File: src/sv/assert_macros.svh
`ifndef ASSERT_MACROS_SVH
`define ASSERT_MACROS_SVH

// consequent must hold in the same cycle as the antecedent
`define CHK_HOLDS(label, clk, rst_n, ante, cons, msg) \
    label: assert property (@(posedge clk) disable iff (!rst_n) (ante) |-> (cons)) \
        else $error(msg);

// consequent must hold in the cycle after the antecedent
`define CHK_NEXT(label, clk, rst_n, ante, cons, msg) \
    label: assert property (@(posedge clk) disable iff (!rst_n) (ante) |=> (cons)) \
        else $error(msg);

`endif

File: src/sv/tms_pkg.sv
package tms_pkg;

    localparam int TAPE_DEPTH_DEF = 32768;
    localparam int QUEUE_DEPTH    = 2;

    localparam logic [15:0] TAPE_SIZE_RST = 16'd30000;

    // register indexes on the configuration port
    localparam logic [1:0] REG_CELL_WIDTH = 2'd0;
    localparam logic [1:0] REG_SAFE_MODE  = 2'd1;
    localparam logic [1:0] REG_TAPE_SIZE  = 2'd2;

    typedef enum logic [1:0] {
        MODE_ADD   = 2'd0,
        MODE_SUB   = 2'd1,
        MODE_RIGHT = 2'd2,
        MODE_LEFT  = 2'd3
    } t_mode;

    typedef enum logic [1:0] {
        CW_8  = 2'd0,
        CW_16 = 2'd1,
        CW_32 = 2'd2,
        CW_64 = 2'd3
    } t_cell_width;

    typedef enum logic [2:0] {
        ST_OK     = 3'd0,
        ST_RIGHT  = 3'd1,
        ST_LEFT   = 3'd2,
        ST_ADD    = 3'd3,
        ST_SUB    = 3'd4,
        ST_HALTED = 3'd5
    } t_status;

    typedef struct packed {
        logic [1:0]  cell_width;
        logic        safe_mode;
        logic [15:0] tape_size;
    } t_cfg;

    typedef struct packed {
        logic clearing;
        logic halted;
    } t_back_stat;

    function automatic logic [63:0] width_mask(input logic [1:0] cw);
        logic [63:0] m;
        case (t_cell_width'(cw))
            CW_8:    m = 64'h0000_0000_0000_00FF;
            CW_16:   m = 64'h0000_0000_0000_FFFF;
            CW_32:   m = 64'h0000_0000_FFFF_FFFF;
            default: m = 64'hFFFF_FFFF_FFFF_FFFF;
        endcase
        return m;
    endfunction

endpackage

File: src/sv/tms_front.sv
module tms_front import tms_pkg::*; #(
    parameter int TAPE_DEPTH = TAPE_DEPTH_DEF,
    parameter int PTR_W      = $clog2(TAPE_DEPTH),
    parameter int ENTRY_W    = 2 + 16 + PTR_W
) (
    input  logic               i_clk,
    input  logic               i_rst_n,
    input  logic               i_en,
    input  logic               i_valid,
    output logic               o_ready,
    input  logic [1:0]         i_mode,
    input  logic [15:0]        i_count,
    output logic               o_push,
    input  logic               i_full,
    output logic [ENTRY_W-1:0] o_entry
);

    // count mod depth via reciprocal, exact for 16-bit counts
    localparam longint unsigned RECIP_L =
        ((64'd1 << 32) + 64'(TAPE_DEPTH) - 64'd1) / 64'(TAPE_DEPTH);
    localparam logic [31:0] RECIP = 32'(RECIP_L);
    localparam int PROD_W = 16 + PTR_W + 1;

    logic              r_valid;
    logic [1:0]        r_mode;
    logic [15:0]       r_count;
    logic [15:0]       r_q;
    logic [47:0]       q_prod;
    logic [PROD_W-1:0] qd;
    logic [PROD_W-1:0] rem_full;
    logic              accept;

    assign o_ready  = i_en && (!r_valid || !i_full);
    assign accept   = i_valid && o_ready;
    assign o_push   = r_valid && !i_full;
    assign q_prod   = 48'(i_count) * 48'(RECIP);
    assign qd       = PROD_W'(r_q) * PROD_W'(TAPE_DEPTH);
    assign rem_full = PROD_W'(r_count) - qd;
    assign o_entry  = {r_mode, r_count, rem_full[PTR_W-1:0]};

    always_ff @(posedge i_clk) begin
        if (!i_rst_n) begin
            r_valid <= 1'b0;
        end else if (accept) begin
            r_valid <= 1'b1;
        end else if (o_push) begin
            r_valid <= 1'b0;
        end
    end

    always_ff @(posedge i_clk) begin
        if (accept) begin
            r_mode  <= i_mode;
            r_count <= i_count;
            r_q     <= q_prod[47:32];
        end
    end

endmodule

File: config.mk
export PLATFORM = sky130hd
export DESIGN_NAME = tms_front
export DESIGN_NICKNAME = d
export VERILOG_FILES = /design/src/sv/assert_macros.svh /design/src/sv/tms_pkg.sv /design/src/sv/tms_front.sv
export SDC_FILE = /design/constraint.sdc
export NUM_CORES = 1
export LEC_CHECK = 0
export BUFFER_PORTS_ARGS = -buffer_cell sky130_fd_sc_hd__buf_2
export CAP_MARGIN = 10
export CORE_MARGIN = 3
export CORE_UTILIZATION = 39
export CTS_CLUSTER_DIAMETER = 60
export DETAILED_ROUTE_END_ITERATION = 8
export PLACE_DENSITY_LB_ADDON = 0.08
export SLEW_MARGIN = 20
export SYNTH_ARGS = -nofsm -noshare
export SYNTH_HDL_FRONTEND = slang
export SYNTH_SLANG_ARGS = --single-unit
File: constraint.sdc
create_clock -name i_clk -period 3.7 [get_ports i_clk]
set_input_delay 0.555 -clock i_clk [delete_from_list [all_inputs] [get_ports i_clk]]
set_output_delay 0.555 -clock i_clk [all_outputs]
set_load 0.005 [all_outputs]
After elaboration in Yosys (flattened, before gate mapping)
Cells that the tools add are included. Widths: inputs -> output; s select.

Word-level logic and storage cells: 13. Input bits: 23. Register bits: 19.

Mux-type cells: 2. Reductions and logical operators: 7. $add $sub $neg: 1.

Operators with widths (count): $sub 15x1->15 const B (1); $logic_and 1x1->1 (3); $logic_not 1->1 (2); $mux 1 (2); $reduce_bool 2->1 (1); $logic_or 1x1->1 (1).

Logic depth before layout (Yosys ltp)
Gate-level depths: netlist of run 1.

Depth after elaboration: 5. Depth in mapped cells: 2.

Worst setup path before layout of run 1
OpenSTA, ideal clock, no wires.

Path kind: input port to flip-flop. From: in i_en. To: reg r_count[0] (enable). Cell stages on the path: 2. Path buffers: 0. Arrival: 1.531 ns. Setup slack: 1.770 ns. Setup time: 0.399 ns. Cell sequence: nand2_1 -> a21oi_1.

Word-level cells in the longest chain between the ends: 2.

RTL lines: start: declaration (RTL line tms_front.sv:8) `input logic i_en,`; $logic_and 1x1->1 (RTL line tms_front.sv:33) `assign o_ready = i_en && (!r_valid || !i_full);`; $logic_and 1x1->1 (RTL line tms_front.sv:34) `assign accept = i_valid && o_ready;`; net accept (RTL line tms_front.sv:31) `logic accept;`; end signal: assignment (RTL line tms_front.sv:54) `r_count <= i_count;`; end: declaration (RTL line tms_front.sv:26) `logic [15:0] r_count;`.

The timed path passes the listed nets, and every way through them passes these cells. A chain may end at the register's enable or synchronous reset.

Worst setup path after layout of run 1
From: reg r_valid. To: out o_ready.

Word-level cells in the longest chain between the ends: 3.

RTL lines: start: declaration (RTL line tms_front.sv:24) `logic r_valid;`; start signal: assignment (RTL line tms_front.sv:43) `r_valid <= 1'b0;`; start signal: assignment (RTL line tms_front.sv:45) `r_valid <= 1'b1;`; start signal: assignment (RTL line tms_front.sv:47) `r_valid <= 1'b0;`; $logic_not 1->1 (RTL line tms_front.sv:33); $logic_or 1x1->1 (RTL line tms_front.sv:33); $logic_and 1x1->1 (RTL line tms_front.sv:33); end: declaration (RTL line tms_front.sv:10) `output logic o_ready,`.

No other way between the ends.

==> results of run 1 <==
## cells in the mapped netlist
master | instances | share of area [%]
buf_4 | 15 | 16
and2_1 | 1 | 0.89
edfxtp_1 | 18 | 77
nand2_1 | 2 | 1.1
dfxtp_1 | 1 | 2.8
nor2b_1 | 1 | 0.89
a21oi_1 | 1 | 0.71
a21boi_1 | 1 | 1.1
## stage by stage
stage	util [%]	setup slack [ps]	power, mW
final	58.9	2150	0.384
after global routing	58.9	2080	0.408
after CTS	58.9	2140	0.389
after detailed placement	57.2	1880	0.290
after global placement	57.2	1930	0.289
after floorplan	-	1770	0.271
## layer usage
layer / GRT usage [%] / share of wire, % / up-vias / wire [µm]
li1: - / - / 219 / -
met1: 9.44 / 33 / 191 / 423
met2: 23.6 / 56 / 35 / 720
met3: 4.29 / 12 / 0 / 152
met4: 3.79 / 0 / 0 / 0
met5: 0 / 0 / - / 0
## worst max-delay path: cells and delay by family (launching register included)
kind / cells / cell delay (ps)
DFF: 1 / 380
and+or+nand+nor: 2 / 220
buffers and inverters: 1 / 120
## cell type report
type	count	area [µm²]
fill	152	656
sequential	19	561
timing repair buffer	57	285
multi-input combinational	6	36.3
tap	24	30.0
clock buffer	4	26.3
## flip-flops by register name, indices dropped and copies added (netlist names)
| register | cells |
|---|---|
| r_count | 16 |
| r_valid | 1 |
| r_mode | 2 |
## worst min-delay path by stage
stage	endpoint	depth (start not counted)	slack, ps
global placement	r_valid$_SDFFE_PN0P_	2	490
detailed placement	r_valid$_SDFFE_PN0P_	2	490
finish	r_count[10]$_DFFE_PP_	1	440
floorplan	r_valid$_SDFFE_PN0P_	2	450
CTS	r_count[9]$_DFFE_PP_	1	430
global route	r_count[10]$_DFFE_PP_	1	410
## report_power, final
group | leakage [nW] | internal, mW | total, mW | switching (mW)
logic | 0.238 | 0.0191 | 0.0345 | 0.0155
registers | 0.177 | 0.246 | 0.250 | 0.00358
clock network | 0.0150 | 0.0418 | 0.0999 | 0.0581
total | 0.430 | 0.307 | 0.384 | 0.0772
## placed cells by master, fill, tap and decap left out, drive strengths merged
master  Yosys  routed
edfxtp     18      18
dfxtp       1       1
clkbuf      0       4
a21boi      1       1
and2        1       1
nand2       2       2
a21oi       1       1
nor2b       1       1
buf        15      57
## kinds of logic (layout without fill, tap and decap cells)
kind of cell,count (synthesis),after routing
buffers and inverters,15,61
flip-flops,19,19
AO/OA/AOI/OAI,2,2
AND/OR/NAND/NOR,4,4
==> metrics.txt, run 1 <==
Post-Synth XOR/XNOR Area 0%; R2R Path Start r_valid$_SDFFE_PN0P_; setup_tns 0 ps; post-synthesis simple-gate area fraction 2.84%; dpl cells 106; slowest CP cell dfxtp_1; clock latency on the worst-skew pair 280 ps; power per standard cell area 410 nW/µm²; min Tclk post-route 1550 ps; number of global-route vias before repair 479; wire length per cell 11.8 µm; layout cells sized above 1 70.9%; final hold slack 438 ps; Starting Density 44.3%; crit path to o_ready; Post-Synthesis Cell Area 706 µm²; Mapped Avg Cell Area 17.6 µm²; largest fanout on the critical path 3; worst path arrival time 1000 ps; endpoints failing hold 0; first-pass GRT wire length 2080 µm; Post-Syn Nets 63; Yosys cell types 8; fmax 644 MHz; GRT Residual Overflow 0; Yosys reg bits 19; largest net degree at the start of global routing 19; RR Endpoint r_count[0]$_DFFE_PP_; Critical Path Max Stage Delay 380 ps; max_slew headroom 38.3%; main combinational cell family by area after synthesis buffers and inverters; All-Layer GR Usage 11.4%; TritonCTS buffer count 3; drt total wl 1300 µm; final period utilization 42.0%; Final Non-Filler Cells 110; antenna violations before repair 0; die area 2360 µm²; Synth Instances 40; outcome finished, final reports clean; Num Clock Sinks 19; flop-to-flop setup slack 2250 ps; adder-cell area share of the yosys netlist 0%; Slew @ Worst Pin 926 ps; CTS tree done; # hold bufs at CTS 0; Max IR drop VDD 241 µV; P&R area growth vs syn 33.0%; Synth Warn # 0; ant diodes 0; sequential area share after synthesis 79.4%; Final Instance Area 938 µm²; cells along the critical path nand2_1 -> and2_1 -> buf_2; Setup crit start kind flop; maxcap violations 0; post-CTS resize count 0; core area 1590 µm²; unrepaired setup endpoints after global routing no; crit end category output pin; RePlAce Congestion 0.607; clk slew on worst S/H paths 100 ps; DP Area 912 µm²; hold_sp i_count[10]; Crit Path Class flop to output pin; Net count, final 110; Worst EP required 3140 ps; DR iter-0 viols 5; post-route ant nets 0; mux contribution to synthesized area 0%; Final Setup Violations 0; # Post-CTS Setup Buffers 0; TritonRoute pass-1 iters 4; Max Slew Vio Count 0; vias per cell 4.05; Die Span Y 48.5 µm; Hold WC Path Type input port to flop; CTS root buffer clkbuf_4; IO Count 58; H-tree lvl count 1; die width 48.5 µm; Critical Path Start r_valid$_SDFFE_PN0P_; post-route DRC violation count 0; R2R depth 1; clock tree buffer depth 2; leakage power 0.430 nW; via count 445; Compound-Gate Fraction of Synth Area 1.77%; final setup skew 4.91 ps; Site Rows 14; PortBufs 57
No activity file was read; power rests on OpenSTA's default activity.
==> run 2: changes to the inputs <==
- CORE_UTILIZATION: 39 -> 33
- clock period: 3.7 -> 1.32 ns (I/O delays scaled with it)
==> run 2 against run 1 <==
Compared with the run above: final cell count rose by 3.6%; sequential share of layout area fell by 1.5 points; register-to-register slack got worse by 1900 ps; routed wire length fell by 14%; via count fell by 0.22%; design area rose by 2.5%; first-iteration DRC count fell by 80%; hold slack got worse by 350 ps; total power rose to 2.8 times the previous value; combinational power rose to 3.0 times the previous value; sequential cell count did not move; worst setup slack got worse by 2000 ps; largest power group unchanged.
==> metrics.txt, run 2 (synthesized netlist as in run 1, its figures left out) <==
outcome finished, final reports clean; setup_tns 0 ps (unchanged); GRT Residual Overflow 0 (unchanged); core area 2000 µm² (+26%); layout cells sized above 1 71.3% (+0.33 points); worst path arrival time 980 ps (-20 ps); TritonRoute pass-1 iters 2 (-2); Site Rows 16 (+2); die width 52.2 µm (+7.6%); post-route ant nets 0 (unchanged); IO Count 58 (unchanged); Setup crit start kind flop; die area 2730 µm² (+16%); maxcap violations 0 (unchanged); CP delay by family, top flip-flops; Largest Register r_count; post-route DRC violation count 0 (unchanged); most frequent cells in the layout 57 x buf_2, 18 x edfxtp_1, 3 x clkbuf_4; DR iter-0 viols 1 (-4); # Post-CTS Setup Buffers 0 (unchanged); clock latency on the worst-skew pair 280 ps (about the same); largest net degree at the start of global routing 19 (unchanged); Critical Path Max Stage Delay 360 ps (-20 ps); cells along the critical path nand2_1 -> and2_1 -> buf_2; Max IR drop VDD 710 µV (+190%); All-Layer GR Usage 8.33% (-3.0 points); clk slew on worst S/H paths 90 ps (about the same); fmax 848 MHz; Net count, final 111 (+0.91%); power per standard cell area 1110 nW/µm² (+170%); max_slew headroom 90.1% (+52 points); largest registers r_count x16, r_mode x2, r_valid x1; antenna violations before repair 0 (unchanged); leakage power 0.439 nW (+2.0%); wire length per cell 9.79 µm (-17%); number of global-route vias before repair 409 (-15%); Hold WC Path Type input port to flop; TritonCTS buffer count 3 (unchanged); Worst EP required 1120 ps (-2020 ps); RePlAce Congestion 0.667 (+9.9%); crit end category output pin; commonest non-fill, non-tap cell in the layout buf_2; Starting Density 35.3% (-9.0 points); CTS root buffer clkbuf_4; CP bufs+invs 1 (unchanged); Final Power 1.07 mW (+180%); P&R area growth vs syn 36.3%; via count 444 (-0.22%); Num Clock Sinks 19 (unchanged); slowest CP cell dfxtp_1; post-CTS resize count 0 (unchanged); vias per cell 3.89 (-3.7%); min Tclk post-route 1180 ps; endpoints failing hold 0 (unchanged); first-pass GRT wire length 1630 µm (-22%); Slew @ Worst Pin 149 ps (-777 ps); # hold bufs at CTS 0 (unchanged); final period utilization 89.3%; hold_sp i_count[11]; Die Span Y 52.2 µm (+7.6%); CTS tree done; Max Slew Vio Count 0 (unchanged); clock tree buffer depth 2 (unchanged); largest fanout on the critical path 3 (unchanged); max reg flops 16 (unchanged); Critical Path Start r_valid$_SDFFE_PN0P_; Crit Path Class flop to output pin; R2R Path Start r_valid$_SDFFE_PN0P_; drt total wl 1120 µm (-14%); unrepaired setup endpoints after global routing no; PortBufs 57 (unchanged); H-tree lvl count 1 (unchanged); ant diodes 0 (unchanged); final setup skew 0.271 ps (-4.64 ps); Final Setup Violations 0 (unchanged)
## run 2: routing by layer
metal  GRT usage [%]  vias up  wire length [µm]
met5               0        -                 0
met4            5.11        0                 0
met3            2.56        0               129
met2            15.1       34               584
met1            8.16      189               402
li1                -      221                 -
## run 2: through the flow
stage               setup WS (ps)  instance area, µm²  hold WS (ps)  std cells  util, %
floorplan                    47.8                 709           297         40        -
global placement              335                 936           376        110     46.8
detailed placement            329                 936           376        110     46.8
CTS                           120                 962          76.6        114     48.1
global route                 50.3                 962          60.5        114     48.1
finish                        141                 962          88.2        114     48.1
## run 2: worst paths after layout
check / to / slack [ps] / cells after the start
setup reg to reg: r_count[9]$_DFFE_PP_ / 370 / 2
hold reg to reg: r_valid$_SDFFE_PN0P_ / 500 / 2
hold / removal: r_count[11]$_DFFE_PP_ / 90 / 1
setup / recovery: o_ready / 140 / 3
## run 2: power breakdown
| part | internal (mW) | leakage (nW) | switching, mW | total (mW) |
|---|---|---|---|---|
| clock network | 0.117 | 0.0150 | 0.149 | 0.266 |
| logic | 0.0598 | 0.247 | 0.0436 | 0.103 |
| registers | 0.690 | 0.177 | 0.00873 | 0.698 |
| total | 0.867 | 0.439 | 0.201 | 1.07 |
## run 2: area by class of cell
cell class,count,area (µm²)
tap,27,33.8
clock buffer,4,26.3
multi-input combinational,6,36.3
sequential,19,561
timing repair buffer,58,305
fill,193,1040
