--- src/sv/assert_macros.svh ---
`ifndef ASSERT_MACROS_SVH
`define ASSERT_MACROS_SVH

// consequent must hold in the same cycle as the antecedent
`define CHK_HOLDS(label, clk, rst_n, ante, cons, msg) \
    label: assert property (@(posedge clk) disable iff (!rst_n) (ante) |-> (cons)) \
        else $error(msg);

// consequent must hold in the cycle after the antecedent
`define CHK_NEXT(label, clk, rst_n, ante, cons, msg) \
    label: assert property (@(posedge clk) disable iff (!rst_n) (ante) |=> (cons)) \
        else $error(msg);

`endif

--- src/sv/tms_pkg.sv ---
package tms_pkg;

    localparam int TAPE_DEPTH_DEF = 32768;
    localparam int QUEUE_DEPTH    = 2;

    localparam logic [15:0] TAPE_SIZE_RST = 16'd30000;

    // register indexes on the configuration port
    localparam logic [1:0] REG_CELL_WIDTH = 2'd0;
    localparam logic [1:0] REG_SAFE_MODE  = 2'd1;
    localparam logic [1:0] REG_TAPE_SIZE  = 2'd2;

    typedef enum logic [1:0] {
        MODE_ADD   = 2'd0,
        MODE_SUB   = 2'd1,
        MODE_RIGHT = 2'd2,
        MODE_LEFT  = 2'd3
    } t_mode;

    typedef enum logic [1:0] {
        CW_8  = 2'd0,
        CW_16 = 2'd1,
        CW_32 = 2'd2,
        CW_64 = 2'd3
    } t_cell_width;

    typedef enum logic [2:0] {
        ST_OK     = 3'd0,
        ST_RIGHT  = 3'd1,
        ST_LEFT   = 3'd2,
        ST_ADD    = 3'd3,
        ST_SUB    = 3'd4,
        ST_HALTED = 3'd5
    } t_status;

    typedef struct packed {
        logic [1:0]  cell_width;
        logic        safe_mode;
        logic [15:0] tape_size;
    } t_cfg;

    typedef struct packed {
        logic clearing;
        logic halted;
    } t_back_stat;

    function automatic logic [63:0] width_mask(input logic [1:0] cw);
        logic [63:0] m;
        case (t_cell_width'(cw))
            CW_8:    m = 64'h0000_0000_0000_00FF;
            CW_16:   m = 64'h0000_0000_0000_FFFF;
            CW_32:   m = 64'h0000_0000_FFFF_FFFF;
            default: m = 64'hFFFF_FFFF_FFFF_FFFF;
        endcase
        return m;
    endfunction

endpackage

--- src/sv/tms_queue.sv ---
module tms_queue import tms_pkg::*; #(
    parameter int WIDTH = 8,
    parameter int DEPTH = QUEUE_DEPTH
) (
    input  logic             i_clk,
    input  logic             i_rst_n,
    input  logic             i_push,
    input  logic [WIDTH-1:0] i_data,
    output logic             o_full,
    input  logic             i_pop,
    output logic             o_valid,
    output logic [WIDTH-1:0] o_data
);

    localparam int IDX_W = (DEPTH > 1) ? $clog2(DEPTH) : 1;
    localparam int CNT_W = $clog2(DEPTH + 1);

    logic [WIDTH-1:0] r_mem [DEPTH];
    logic [IDX_W-1:0] r_wr, n_wr;
    logic [IDX_W-1:0] r_rd, n_rd;
    logic [CNT_W-1:0] r_cnt, n_cnt;
    logic             do_push, do_pop;

    assign o_full  = (r_cnt == CNT_W'(DEPTH));
    assign o_valid = (r_cnt != '0);
    assign o_data  = r_mem[r_rd];
    assign do_push = i_push && !o_full;
    assign do_pop  = i_pop && o_valid;

    always_comb begin
        n_wr  = r_wr;
        n_rd  = r_rd;
        n_cnt = r_cnt;
        if (do_push) begin
            n_wr = (r_wr == IDX_W'(DEPTH - 1)) ? '0 : r_wr + 1'b1;
        end
        if (do_pop) begin
            n_rd = (r_rd == IDX_W'(DEPTH - 1)) ? '0 : r_rd + 1'b1;
        end
        if (do_push && !do_pop) begin
            n_cnt = r_cnt + 1'b1;
        end else if (do_pop && !do_push) begin
            n_cnt = r_cnt - 1'b1;
        end
    end

    always_ff @(posedge i_clk) begin
        if (!i_rst_n) begin
            r_wr  <= '0;
            r_rd  <= '0;
            r_cnt <= '0;
        end else begin
            r_wr  <= n_wr;
            r_rd  <= n_rd;
            r_cnt <= n_cnt;
        end
    end

    always_ff @(posedge i_clk) begin
        if (do_push) begin
            r_mem[r_wr] <= i_data;
        end
    end

endmodule

--- config.mk ---
export PLATFORM = sky130hd
export DESIGN_NAME = tms_queue
export DESIGN_NICKNAME = d
export VERILOG_FILES = /design/src/sv/assert_macros.svh /design/src/sv/tms_pkg.sv /design/src/sv/tms_queue.sv
export SDC_FILE = /design/constraint.sdc
export NUM_CORES = 1
export LEC_CHECK = 0
export ABC_AREA = 1
export BUFFER_PORTS_ARGS = -buffer_cell sky130_fd_sc_hd__buf_4
export CAP_MARGIN = 0
export CORE_MARGIN = 1
export CORE_UTILIZATION = 28
export CTS_CLUSTER_DIAMETER = 80
export DETAILED_ROUTE_END_ITERATION = 8
export PLACE_DENSITY_LB_ADDON = 0.12
export SETUP_SLACK_MARGIN = 0.15
export SLEW_MARGIN = 20
export SYNTH_ARGS = -nofsm -noshare
export SYNTH_HDL_FRONTEND = slang
export SYNTH_SLANG_ARGS = --single-unit
--- constraint.sdc ---
create_clock -name i_clk -period 2.4 [get_ports i_clk]
set_input_delay 0.36 -clock i_clk [delete_from_list [all_inputs] [get_ports i_clk]]
set_output_delay 0.36 -clock i_clk [all_outputs]
set_load 0.02 [all_outputs]
# Yosys cells after proc, flatten, opt, wreduce, memory -nomap -nowiden

Memories as Yosys holds them, arrays and structs flattened. A register that Yosys moved wholly into a read port is not among the register bits.
Cells that the tools add are included.

Output and inout port bits: 10
Bits in registers: 4
Bits of input ports: 12
RAM bits: 16
Memories: 1
Word-level logic and storage cells: 26

Add/sub/neg operators: 4
Eq/ne operators: 1
Multiplexer cells: 8
Reductions and logical operators: 9

Memory list:

| memory | words | width | rd ports | clocked after Yosys merged registers in | wr ports | RTL line        | source |
|---|---|---|---|---|---|---|---|
| r_mem  | 2     | 8     | 1        | 1                                       | 1        | tms_queue.sv:18 | `logic [WIDTH-1:0] r_mem [DEPTH];` |

Operator list:

| cell                                             | number |
|---|---|
| 2-to-1 mux 1 bit                                 | 6 |
| logical AND 1 bit                                | 4 |
| 2-to-1 mux 2 bit                                 | 2 |
| nonzero test 2 bit                               | 2 |
| logical NOT 1 bit                                | 3 |
| adder 1 bit, second input constant               | 2 |
| adder 2 x 1 -> 2 bit, second input constant      | 1 |
| equality test 2 bit, second input constant       | 1 |
| subtractor 2 x 1 -> 2 bit, second input constant | 1 |

# Depth between registers and ports, before layout

Gate-level depths: netlist of the first run.

Depth in word-level cells: 7
Mapped depth: 10

# Least setup slack after synthesis of the first run

Ideal clock, no wire load.

Kind: register -> register
Start: register r_cnt[0]
End: register r_cnt[1]
Data arrival time: 1.212 ns
Period minus slack after synthesis: 1.276 ns
Cell stages (with the launch flop): 9
Required time: 2.336 ns
Slack: 1.124 ns
Cell sequence: dfxtp_1 -> o21a_2 -> inv_1 -> ha_1 -> inv_1 -> nand3_1 -> nand2_1 -> inv_1 -> nor2_1

Cells in the longest elaborated chain, start to end: 6
Elaborated cells on any way between the ends: 14
Classes of those cells: add/sub: 2; eq/ne: 1; mux: 2; reduce/logical: 9

RTL lines:

| item                         | RTL line        | source |
|---|---|---|
| from (decl)                  | tms_queue.sv:21 | `logic [CNT_W-1:0] r_cnt, n_cnt;` |
| from (signal assigned)       | tms_queue.sv:55 | `r_cnt <= n_cnt;` |
| equality test 2 bit          | tms_queue.sv:24 | `assign o_full = (r_cnt == CNT_W'(DEPTH));` |
| logical NOT 1 bit            | tms_queue.sv:27 | `assign do_push = i_push && !o_full;` |
| logical AND 1 bit            | tms_queue.sv:27 |  |
| logical NOT 1 bit            | tms_queue.sv:42 | `end else if (do_pop && !do_push) begin` |
| logical AND 1 bit            | tms_queue.sv:42 |  |
| nonzero test 2 bit (no line) | n/a             |  |

Parallel ways exist; a longest one is shown, timed or not. The select of a mux whose other input is x is not followed.
A chain may end at the register's enable or synchronous reset.

==> run_results.csv, run 1 <==
group,metric,value,unit
global_routing,maximum_number_of_pins_on_one_net_before_global_route_repair,12,
routing,met1_layer_wirelength_in_the_final_routing,566,µm
cells_and_area,finish.instance_area,1040,µm²
routing,overall_routed_net_length,1.31,mm
routing,vias,513,
floorplanning,placementRows,19,
routing,initialDrtViolationCount,6,
global_routing,global_route_wire_length_before_repair,2.10,mm
routing,detail-route-antenna-nets,0,
timing,setup_tns,0,ns
floorplanning,die-height,56.3,µm
timing,fmax,566,MHz
cells_and_area,final_cell_mix,"sky130_fd_sc_hd__buf_4 (21), sky130_fd_sc_hd__edfxtp_1 (16), sky130_fd_sc_hd__nor2_1 (9)",
floorplanning,design.portCount,22,
worst_hold_path,hold_depth,1,
synthesis,synth_register_bits,21,
clock_network,h_tree_lvl_count,1,
setup_path,worst_setup_path_start_kind,"register",
clock_network,cts_post_setup_buffers_inserted,0,
setup_path,cp_max_fo,8,
timing,fin_worst_hold_slack,0.237,ns
timing,clock-skew-final,0.00771,ns
setup_path,cp.required,2.04,ns
cells_and_area,layout-area-overhead-vs-synth,26.4,%
worst_hold_path,worst_hold_path_type,"in2reg",
floorplanning,die-width,56.3,µm
timing,timing.final.crit_share,73.6,%
routing,routed_via_density,4.38,
clock_network,clock_sinks,21,
routing,drt_pre_antenna_iters,2,
global_routing,grt_pass1_vias,478,
clock_network,tritoncts,"done",
pwr,power_per_cell_area,1010,nW/µm²
synthesis,post_synth_inst_count,62,
synthesis,synth.yosys.seq_area_share,70.4,%
setup_path,crit_path_end_kind,"output port",
flow_run,max_cap_viol_count,0,
timing,timing_hold_violations_final,0,
clock_network,cts_root_buf,"sky130_fd_sc_hd__clkbuf_4",
floorplanning,start_util,29.6,%
routing,highest-signal-layer,"met4",
placed_design,post_dp_cell_area,1020,µm²
synthesis,synth.net_count,75,
timing,grt_setup_unrepaired,"false",
clock_network,cts.clk_slew.worst_paths,0.11,ns
routing,avgRoutedWirePerCell,11.2,µm
timing,fin_crit,1.77,ns
setup_path,criticalPathCategory,"reg2out",
cells_and_area,antenna_cells_inserted,0,
routing,wl_met2,633,µm
clock_network,number_of_clock_buffers_inserted_by_tritoncts,3,
global_routing,grt.overflow.total,0,
timing,final-setup-viol-count,0,
pwr,p_leak,0.000425,µW
floorplanning,floorplan_core_area,2780,µm²
cells_and_area,number_of_nets_in_the_final_layout,100,
synthesis,synth-edff-count,16,
timing,report.final.slew_viol_count,0,
synthesis,syn-mean-instance-area,13.3,µm²
clock_network,cts_resized,0,
routing,met3_wirelength,96,µm
clock_network,cts.path.max_buffers,2,
placed_design,port_buffers,21,
pwr,irDropWorstVdd,567,µV
run_status,run_status,"finished clean",
clock_network,cts_hold_repair.buffers,0,
synthesis,synth_area,825,µm²
timing,tightestPinTransition,0.745,ns
synthesis,synth_cell_type_count,16,
setup_path,reg2regPathDepth,2,
timing,final.setup.worst_slack,0.633,ns
placed_design,dp_slack,0.831,ns
clock_network,worstSkewPairLatency,0.30,ns
synthesis,yosys_most_used_dff,"sky130_fd_sc_hd__edfxtp_1",
timing,timing.slew.headroom,50.2,%
setup_path,arrival,1.41,ns
routing,drc,0,
synthesis,yosysWarnings,0,
cells_and_area,post_route_cells_drive_above_1_share,41.9,%
floorplanning,die-area,3170,µm²
placed_design,gp_congestion,0.700,
placed_design,dp_hpwl,940,µm
global_routing,globalRouteTotalUtil,9.19,%
cells_and_area,final_common_cell,"sky130_fd_sc_hd__buf_4",
global_routing,initial_antenna_violation_count,0,
synthesis,synth-async-reset-ratio,0,%
worst paths after layout:
check	startpoint	end	slack, ns
worst max-delay path	register	o_data[7]	0.63
worst min-delay path	i_data[4]	r_mem[0][4]	0.24
worst max register to register	r_cnt[0]	r_mem[1][1]	0.86
worst min register to register	r_rd	register	0.51
metrics by stage:
| stage | total power, µW | cells | utilization [%] |
|---|---|---|---|
| floorplan | 763 | 62 | - |
| global placement | 895 | 113 | 36.5 |
| detailed placement | 897 | 113 | 36.5 |
| CTS | 1060 | 117 | 37.5 |
| global route | 1120 | 117 | 37.5 |
| finish | 1050 | 117 | 37.5 |
sequential cells by signal, indices dropped and copies added (netlist names), named ones only:
signal	cells
r_cnt	2
r_mem	16
r_wr	1
r_rd	1
cell usage after synthesis, types with 2 or more instances:
| cell type | number | share of area [%] |
|---|---|---|
| sky130_fd_sc_hd__dfxtp_1 | 5 | 12 |
| sky130_fd_sc_hd__edfxtp_1 | 16 | 58 |
| sky130_fd_sc_hd__inv_1 | 7 | 3.2 |
| sky130_fd_sc_hd__mux2_2 | 8 | 11 |
| sky130_fd_sc_hd__nand2_1 | 6 | 2.7 |
| sky130_fd_sc_hd__nor2_1 | 9 | 4.1 |
| sky130_fd_sc_hd__o21ai_0 | 2 | 1.2 |
cell type report:
type | instances | area (µm²)
inverters | 8 | 30.0
well taps | 31 | 38.8
multi-input cells | 32 | 209
flip-flops and latches | 21 | 581
fillers | 269 | 1740
clock buffers | 4 | 26.3
repair buffers | 21 | 158
per-layer routing:
layer	global-route usage, %	up-vias
li1	-	261
met3	5.76	2
met5	0	-
met2	15.3	14
met4	2.09	0
met1	9.87	236
where the power goes:
part	internal [µW]	total, µW	switching [µW]
sequential	464	511	46.4
combinational	168	372	204
clock	64.6	165	101
worst max-delay path, stage by stage, from the launching register on:
cell	delay (ns)
sky130_fd_sc_hd__dfxtp_1	0.57
sky130_fd_sc_hd__mux2_2	0.39
sky130_fd_sc_hd__buf_4	0.16
kinds of logic (layout without fill, tap and decap cells):
group	count (synthesis)	count (layout)	share of synthesized area [%]
adders and majority gates	1	1	1.52
and+or+nand+nor	18	18	8.95
muxes	8	8	10.9
AOI/OAI and AO/OA	5	5	3.95
DFF	21	21	70.4
buffers and inverters	9	33	4.25
(Power assumes the default switching activity.)
==> run 2: changes to the inputs <==
clock period = 1.4 ns   (was 2.4 ns; I/O delays follow)
==> run 2 against run 1 <==
  * The run now ends with setup timing left
  * Clock skew rose by 0.0056 ns
  * Power rose by 130%
  * Flip-flop and latch count did not move
  * Core utilization rose by 9.7 points
  * Non-clock buffer count rose by 15
  * Clock power rose by 70%
  * Design area rose by 26%
  * Global-route usage rose by 0.43 points
  * Register-to-register slack got worse by 0.73 ns
  * Count of clock-buffer cells in the layout did not move
  * Worst setup slack got worse by 0.69 ns
  * Critical path depth rose by 1
  * Critical endpoint is now o_data[5]
  * Largest power group is now combinational logic
  * Highest routed layer unchanged
==> run_results.csv, run 2 (synthesis results as in run 1) <==
group,metric,value,unit
placed_design,numPlacedInstances,118,
clock_network,cts_root_buf,"sky130_fd_sc_hd__clkbuf_4",
cells_and_area,multiInputGateArea,284,µm²
timing,final-setup-viol-count,8,
placed_design,dp_hpwl,949,µm
flow_run,max_cap_viol_count,0,
timing,fmax,685,MHz
global_routing,global_route_wire_length_before_repair,2.22,mm
global_routing,grt.overflow.total,0,
global_routing,initial_antenna_violation_count,0,
timing,fin_crit,1.46,ns
cells_and_area,antenna_cells_inserted,0,
global_routing,globalRouteTotalUtil,9.62,%
routing,vias,564,
cells_and_area,layout-area-overhead-vs-synth,59.2,%
pwr,p_sw_share,32.9,%
setup_path,arrival,1.25,ns
clock_network,tritoncts,"done",
placed_design,dp_slack,0.105,ns
clock_network,cts_hold_repair.buffers,0,
cells_and_area,reg.largest.list,"r_mem: 16 flops, r_cnt: 2 flops",
pwr,sequentialPowerShare,36.8,%
global_routing,maximum_number_of_pins_on_one_net_before_global_route_repair,12,
pwr,power_switching,780,µW
placed_design,gp_congestion,0.788,
setup_path,worst_setup_path_start_kind,"register",
cells_and_area,regArea,587,µm²
timing,report.final.slew_viol_count,0,
setup_path,critical_path.cell_chain,"buf_6, mux2_4, buf_6",
pwr,power.combinational.fraction,51.4,%
cells_and_area,n_fill_cell,251,
setup_path,crit_path_end_kind,"output port",
clock_network,cts.clk_slew.worst_paths,0.11,ns
timing,grt_setup_unrepaired,"true",
pwr,power_per_cell_area,1810,nW/µm²
cells_and_area,finish.instance_area,1310,µm²
cells_and_area,post-route-util,47.2,%
placed_design,post_dp_cell_area,1060,µm²
setup_path,crit_path_max_incr_delay,0.37,ns
floorplanning,floorplan_core_area,2780,µm²
cells_and_area,largest_register_ffs,16,
routing,drc,0,
cells_and_area,final_common_cell,"sky130_fd_sc_hd__buf_6",
setup_path,critical-path-slowest-cell,"sky130_fd_sc_hd__dfxtp_2",
routing,avgRoutedWirePerCell,11.2,µm
setup_path,criticalPathCategory,"reg2out",
clock_network,worstSkewPairLatency,0.30,ns
routing,initialDrtViolationCount,13,
clock_network,clock_sinks,21,
setup_path,cp_max_fo,5,
routing,drt_pre_antenna_iters,4,
run_status,failed_checks,"setup timing",
timing,setup_tns,-0.347,ns
pwr,p_leak,0.000553,µW
floorplanning,die-height,56.3,µm
floorplanning,design.portCount,22,
worst_hold_path,worst_hold_path_type,"in2reg",
timing,final.setup.worst_slack,-0.0606,ns
floorplanning,die-width,56.3,µm
timing,clock-skew-final,0.0133,ns
global_routing,grt_pass1_vias,524,
timing,timing.final.crit_share,104,%
placed_design,port_buffers,21,
floorplanning,start_util,29.6,%
routing,detail-route-antenna-nets,0,
cells_and_area,final_cell_mix,"sky130_fd_sc_hd__buf_6 (19), sky130_fd_sc_hd__buf_4 (17), sky130_fd_sc_hd__edfxtp_1 (16)",
cells_and_area,top_register,"r_mem",
routing,overall_routed_net_length,1.48,mm
clock_network,number_of_clock_buffers_inserted_by_tritoncts,3,
setup_path,cp.required,1.19,ns
run_status,run_status,"finished with violations",
setup_path,cpMostUsedCell,"sky130_fd_sc_hd__buf_6",
floorplanning,die-area,3170,µm²
floorplanning,placementRows,19,
timing,tightestPinTransition,0.164,ns
cells_and_area,stdcell_count,132,
cells_and_area,number_of_nets_in_the_final_layout,115,
routing,routed_via_density,4.27,
pwr,power.clock.fraction,11.8,%
pwr,p_int,1590,µW
clock_network,h_tree_lvl_count,1,
clock_network,cts.path.max_buffers,2,
timing,timing_hold_violations_final,0,
pwr,irDropWorstVdd,945,µV
timing,timing.slew.headroom,89.0,%
cells_and_area,post_route_cells_drive_above_1_share,65.3,%
## run 2: cell count changes in the layout (fill, tap and decap cells not counted), moves of 2 or more
cell / change
sky130_fd_sc_hd__buf_4: -4
sky130_fd_sc_hd__inv_2: +2
sky130_fd_sc_hd__mux2_4: +8
sky130_fd_sc_hd__inv_1: -4
sky130_fd_sc_hd__nor2_1: -3
sky130_fd_sc_hd__dfxtp_2: +2
sky130_fd_sc_hd__dfxtp_1: -3
sky130_fd_sc_hd__mux2_2: -8
sky130_fd_sc_hd__buf_6: +19
sky130_fd_sc_hd__inv_4: +2
sky130_fd_sc_hd__nor2_4: +2
## run 2: per-stage QoR
step                      total power [µW]  hold slack [ns]
after floorplan                       1320            0.309
after global placement                1600            0.395
after detailed placement              1610            0.398
after CTS                             2150           0.0767
after global routing                  2520           0.0548
final                                 2370           0.0824
## run 2: worst paths after layout
path              from          end  slack, ns  depth (start not counted)
min          i_data[1]  r_mem[1][1]       0.08                          1
max reg2reg   r_cnt[1]     r_cnt[0]       0.13                          7
max           register    o_data[5]      -0.06                          3
min reg2reg       r_wr         r_wr       0.52                          2
## run 2: cell type report
class	count	share of cell area, %
clock buffers	4	2.00
well taps	31	2.96
multi-input cells	32	21.6
repair buffers	36	26.0
flip-flops and latches	21	44.7
inverters	8	2.67
## run 2: power by group through the flow
stage | clock (µW) | sequential [µW] | combinational (µW)
3_5_place_dp | 0 | 876 | 731
2_1_floorplan | 0 | 861 | 464
5_1_grt | 321 | 887 | 1310
3_3_place_gp | 0 | 874 | 730
4_1_cts | 294 | 875 | 985
6_report | 280 | 874 | 1220
## run 2: per-layer routing
layer | wire (µm) | vias to the layer above | track usage [%]
met5 | 0 | - | 0
met3 | 68 | 4 | 2.30
met4 | 29 | 0 | 6.27
met2 | 779 | 14 | 16.0
met1 | 607 | 258 | 11.0
li1 | - | 288 | -
## run 2: critical path, delay by kind of cell (launching register included)
family | cells | cell delay [ns]
DFF | 1 | 0.37
buffers and inverters | 2 | 0.27
muxes | 1 | 0.31
## run 2: repair_timing
item                                    4_1_cts  5_1_grt
resized for setup                            24       20
buffers inserted                              7        3
pin swaps                                     7        8
endpoints found under the setup margin       10       21
==> run 3: changes to the inputs <==
ABC_AREA = default   (was 1)
clock period = 1.6 ns   (was 1.4 ns; I/O delays follow)
==> run 3 against run 2 <==
  * The flow now finishes without violations
  * Design area fell by 12%
  * Combinational power is 35% lower
  * Via count down 11%
  * Global-route usage is 0.094 points higher
  * Sequential power shrank 8.6%
  * Non-clock buffer count is 9 lower
  * Area after synthesis down 2.3%
  * Clock skew is 0.0079 ns lower
  * Synthesized cell count is 18% lower
  * Sequential share of layout area grew 6.3 points
  * Critical path type is now reg2reg
==> run_results.csv, run 3 <==
group,metric,value,unit
floorplanning,design.portCount,22,
global_routing,globalRouteTotalUtil,9.72,%
synthesis,post_synth_inst_count,51,
global_routing,maximum_number_of_pins_on_one_net_before_global_route_repair,13,
synthesis,synth_register_bits,21,
synthesis,synth.yosys.seq_area_share,72.0,%
synthesis,netlist.area_leader.share,59.6,%
cells_and_area,largest_register_ffs,16,
run_status,run_status,"finished clean",
cells_and_area,reg.largest.list,"r_mem: 16 flops, r_cnt: 2 flops",
synthesis,post_synth_main_area_contributors,"sky130_fd_sc_hd__edfxtp_1 (60%), sky130_fd_sc_hd__dfxtp_1 (12%), sky130_fd_sc_hd__mux2_2 (11%), sky130_fd_sc_hd__xor2_1 (3.3%), sky130_fd_sc_hd__nor2_1 (1.9%)",
timing,setup_tns,0,ns
synthesis,synth_top_family_by_area,"multiplexers",
placed_design,dp_slack,0.0976,ns
clock_network,cts.path.max_buffers,2,
timing,timing.slew.headroom,73.0,%
placed_design,port_buffers,21,
floorplanning,start_util,29.5,%
setup_path,worst_setup_path_start_kind,"register",
clock_network,h_tree_lvl_count,1,
timing,timing.final.crit_share,91.0,%
cells_and_area,antenna_cells_inserted,0,
clock_network,cts_root_buf,"sky130_fd_sc_hd__clkbuf_4",
cells_and_area,multiInputGateArea,253,µm²
global_routing,met2_routing_resource_usage_after_global_routing,15.3,%
synthesis,synth_top_cell_by_area,"sky130_fd_sc_hd__edfxtp_1",
setup_path,cp_max_fo,5,
clock_network,number_of_clock_buffers_inserted_by_tritoncts,3,
floorplanning,floorplan_core_area,2730,µm²
setup_path,critical-path-slowest-cell,"sky130_fd_sc_hd__dfxtp_4",
setup_path,arrival,1.69,ns
setup_path,crit_path_max_incr_delay,0.37,ns
timing,timing_hold_violations_final,0,
cells_and_area,final_common_cell,"sky130_fd_sc_hd__buf_4",
setup_path,crit_path_end_kind,"register",
setup_path,critical_path.cell_chain,"nand2b_4, inv_4, nor2_2, ha_1, xor2_1, or3_1, a21oi_2",
setup_path,worst-r2r-setup-slack,0.14,ns
clock_network,cts.clk_slew.worst_paths,0.12,ns
global_routing,grt_pass1_vias,509,
timing,fmax,686,MHz
setup_path,criticalPathCategory,"reg2reg",
synthesis,synth.net_count,64,
pwr,irDropWorstVdd,680,µV
synthesis,synth-compound-area-share,3.73,%
timing,clock-skew-final,0.00542,ns
synthesis,synth-edff-count,16,
global_routing,global_route_wire_length_before_repair,2.18,mm
synthesis,yosys-mux-area-fraction,11.2,%
synthesis,synth-async-reset-ratio,0,%
clock_network,worstSkewPairLatency,0.30,ns
timing,tightestPinTransition,0.405,ns
timing,grt_setup_unrepaired,"true",
setup_path,cp.required,1.84,ns
synthesis,synth_area,806,µm²
clock_network,cts_hold_repair.buffers,0,
synthesis,syn-mean-instance-area,15.8,µm²
synthesis,synthesized_area_fraction_occupied_by_adder_cells,1.55,%
placed_design,dp_hpwl,875,µm
cells_and_area,top_register,"r_mem",
synthesis,synth_cell_type_count,17,
routing,initialDrtViolationCount,4,
setup_path,critical_path_buf_inv_count,1,
global_routing,grt.overflow.total,0,
routing,vias,502,
floorplanning,die-area,3100,µm²
cells_and_area,post_route_cells_drive_above_1_share,59.3,%
clock_network,clock_sinks,21,
cells_and_area,layout-area-overhead-vs-synth,43.3,%
global_routing,gr_util_met1,11.5,%
global_routing,grt.met3_usage,2.79,%
routing,routed_via_density,4.48,
setup_path,crit_family,"simple AND/OR/NAND/NOR gates",
cells_and_area,regArea,589,µm²
routing,drt_pre_antenna_iters,3,
cells_and_area,final_cell_mix,"sky130_fd_sc_hd__buf_4 (19), sky130_fd_sc_hd__edfxtp_1 (16), sky130_fd_sc_hd__mux2_4 (8), sky130_fd_sc_hd__buf_6 (8)",
global_routing,globalRoute.busiestLayer,"met2",
synthesis,synth_xor_area_share,3.26,%
worst_hold_path,worst_hold_path_type,"in2reg",
global_routing,initial_antenna_violation_count,0,
timing,final-setup-viol-count,0,
synthesis,synthSimpleGateAreaFrac,6.21,%
floorplanning,die-width,55.6,µm
routing,drc,0,
synthesis,yosys_most_used_dff,"sky130_fd_sc_hd__edfxtp_1",
timing,report.final.slew_viol_count,0,
clock_network,tritoncts,"done",
floorplanning,die-height,55.6,µm
routing,detail-route-antenna-nets,0,
cells_and_area,number_of_nets_in_the_final_layout,95,
timing,fin_crit,1.46,ns
pwr,power_per_cell_area,1590,nW/µm²
synthesis,synth_top_cells_by_count,"sky130_fd_sc_hd__edfxtp_1 (16), sky130_fd_sc_hd__mux2_2 (8), sky130_fd_sc_hd__dfxtp_1 (5)",
pwr,p_leak,0.000482,µW
synthesis,synth.most_common_cell,"sky130_fd_sc_hd__edfxtp_1",
routing,avgRoutedWirePerCell,11.9,µm
floorplanning,placementRows,19,
timing,final.setup.worst_slack,0.143,ns
flow_run,max_cap_viol_count,0,
synthesis,yosysWarnings,0,
placed_design,gp_congestion,0.671,
routing,overall_routed_net_length,1.33,mm
cells_and_area,n_fill_cell,246,
run 3: changes by cell type after synthesis, sizes merged, moves of 3 or more:
| cell | previous run | this run |
|---|---|---|
| inv | 8 | 3 |
| xor2 | 0 | 3 |
| nor2 | 9 | 4 |
| nand2 | 7 | 0 |
run 3: timing repair:
item	in CTS	in global routing
setup buffers	3	1
endpoints found under the setup margin	9	9
pin swaps	2	1
resized for setup	20	3
run 3: metrics by stage:
| stage | hold WS [ns] | instances | utilization, % | cell area [µm²] | power [µW] |
|---|---|---|---|---|---|
| detailed placement | 0.430 | 104 | 37.4 | 1020 | 1410 |
| CTS | 0.102 | 111 | 41.7 | 1140 | 1830 |
| global route | 0.0970 | 112 | 42.2 | 1150 | 1940 |
| floorplan | 0.339 | 51 | - | 817 | 1180 |
| finish | 0.115 | 112 | 42.2 | 1150 | 1840 |
| global placement | 0.426 | 104 | 37.4 | 1020 | 1400 |
run 3: layer usage:
metal  share of wire, %  vias up  wire length (µm)
li1                   -      243                 -
met1                 43      245               571
met2                 51       12               674
met3                5.6        2                74
met4               0.75        0                10
met5                  0        -                 0
run 3: cells by family (layout without fill, tap and decap cells):
logic type,Yosys count,in the layout
compound gates,5,5
xor+xnor,3,3
fa+ha+maj,1,1
buf+inv,4,34
flops,21,21
mux,8,8
simple gates,9,9
run 3: path summary, 6_finish.rpt:
| path | start | to | cells after the start |
|---|---|---|---|
| worst min-delay path | i_data[6] | r_mem[0][6] | 1 |
| worst min register to register | r_rd | r_rd | 2 |
| worst max-delay path | r_cnt[0] | r_cnt[1] | 7 |
| worst max register to register | r_cnt[0] | r_cnt[1] | 7 |
run 3: area by class of cell:
type                       instances  share of cell area, %
sequential                        21                   51.0
multi-input combinational         26                   21.9
inverter                           3                   1.19
clock inverter                     1                  0.433
timing repair buffer              27                   20.2
clock buffer                       3                   1.95
tap                               31                   3.36
run 3: where the power goes:
group          switching [µW]  total (µW)  internal [µW]  leakage (µW)
Sequential               88.9         799            710      0.000192
Clock                     157         250           93.1     0.0000177
Combinational             341         790            449      0.000272
Total                     587        1840           1250      0.000482
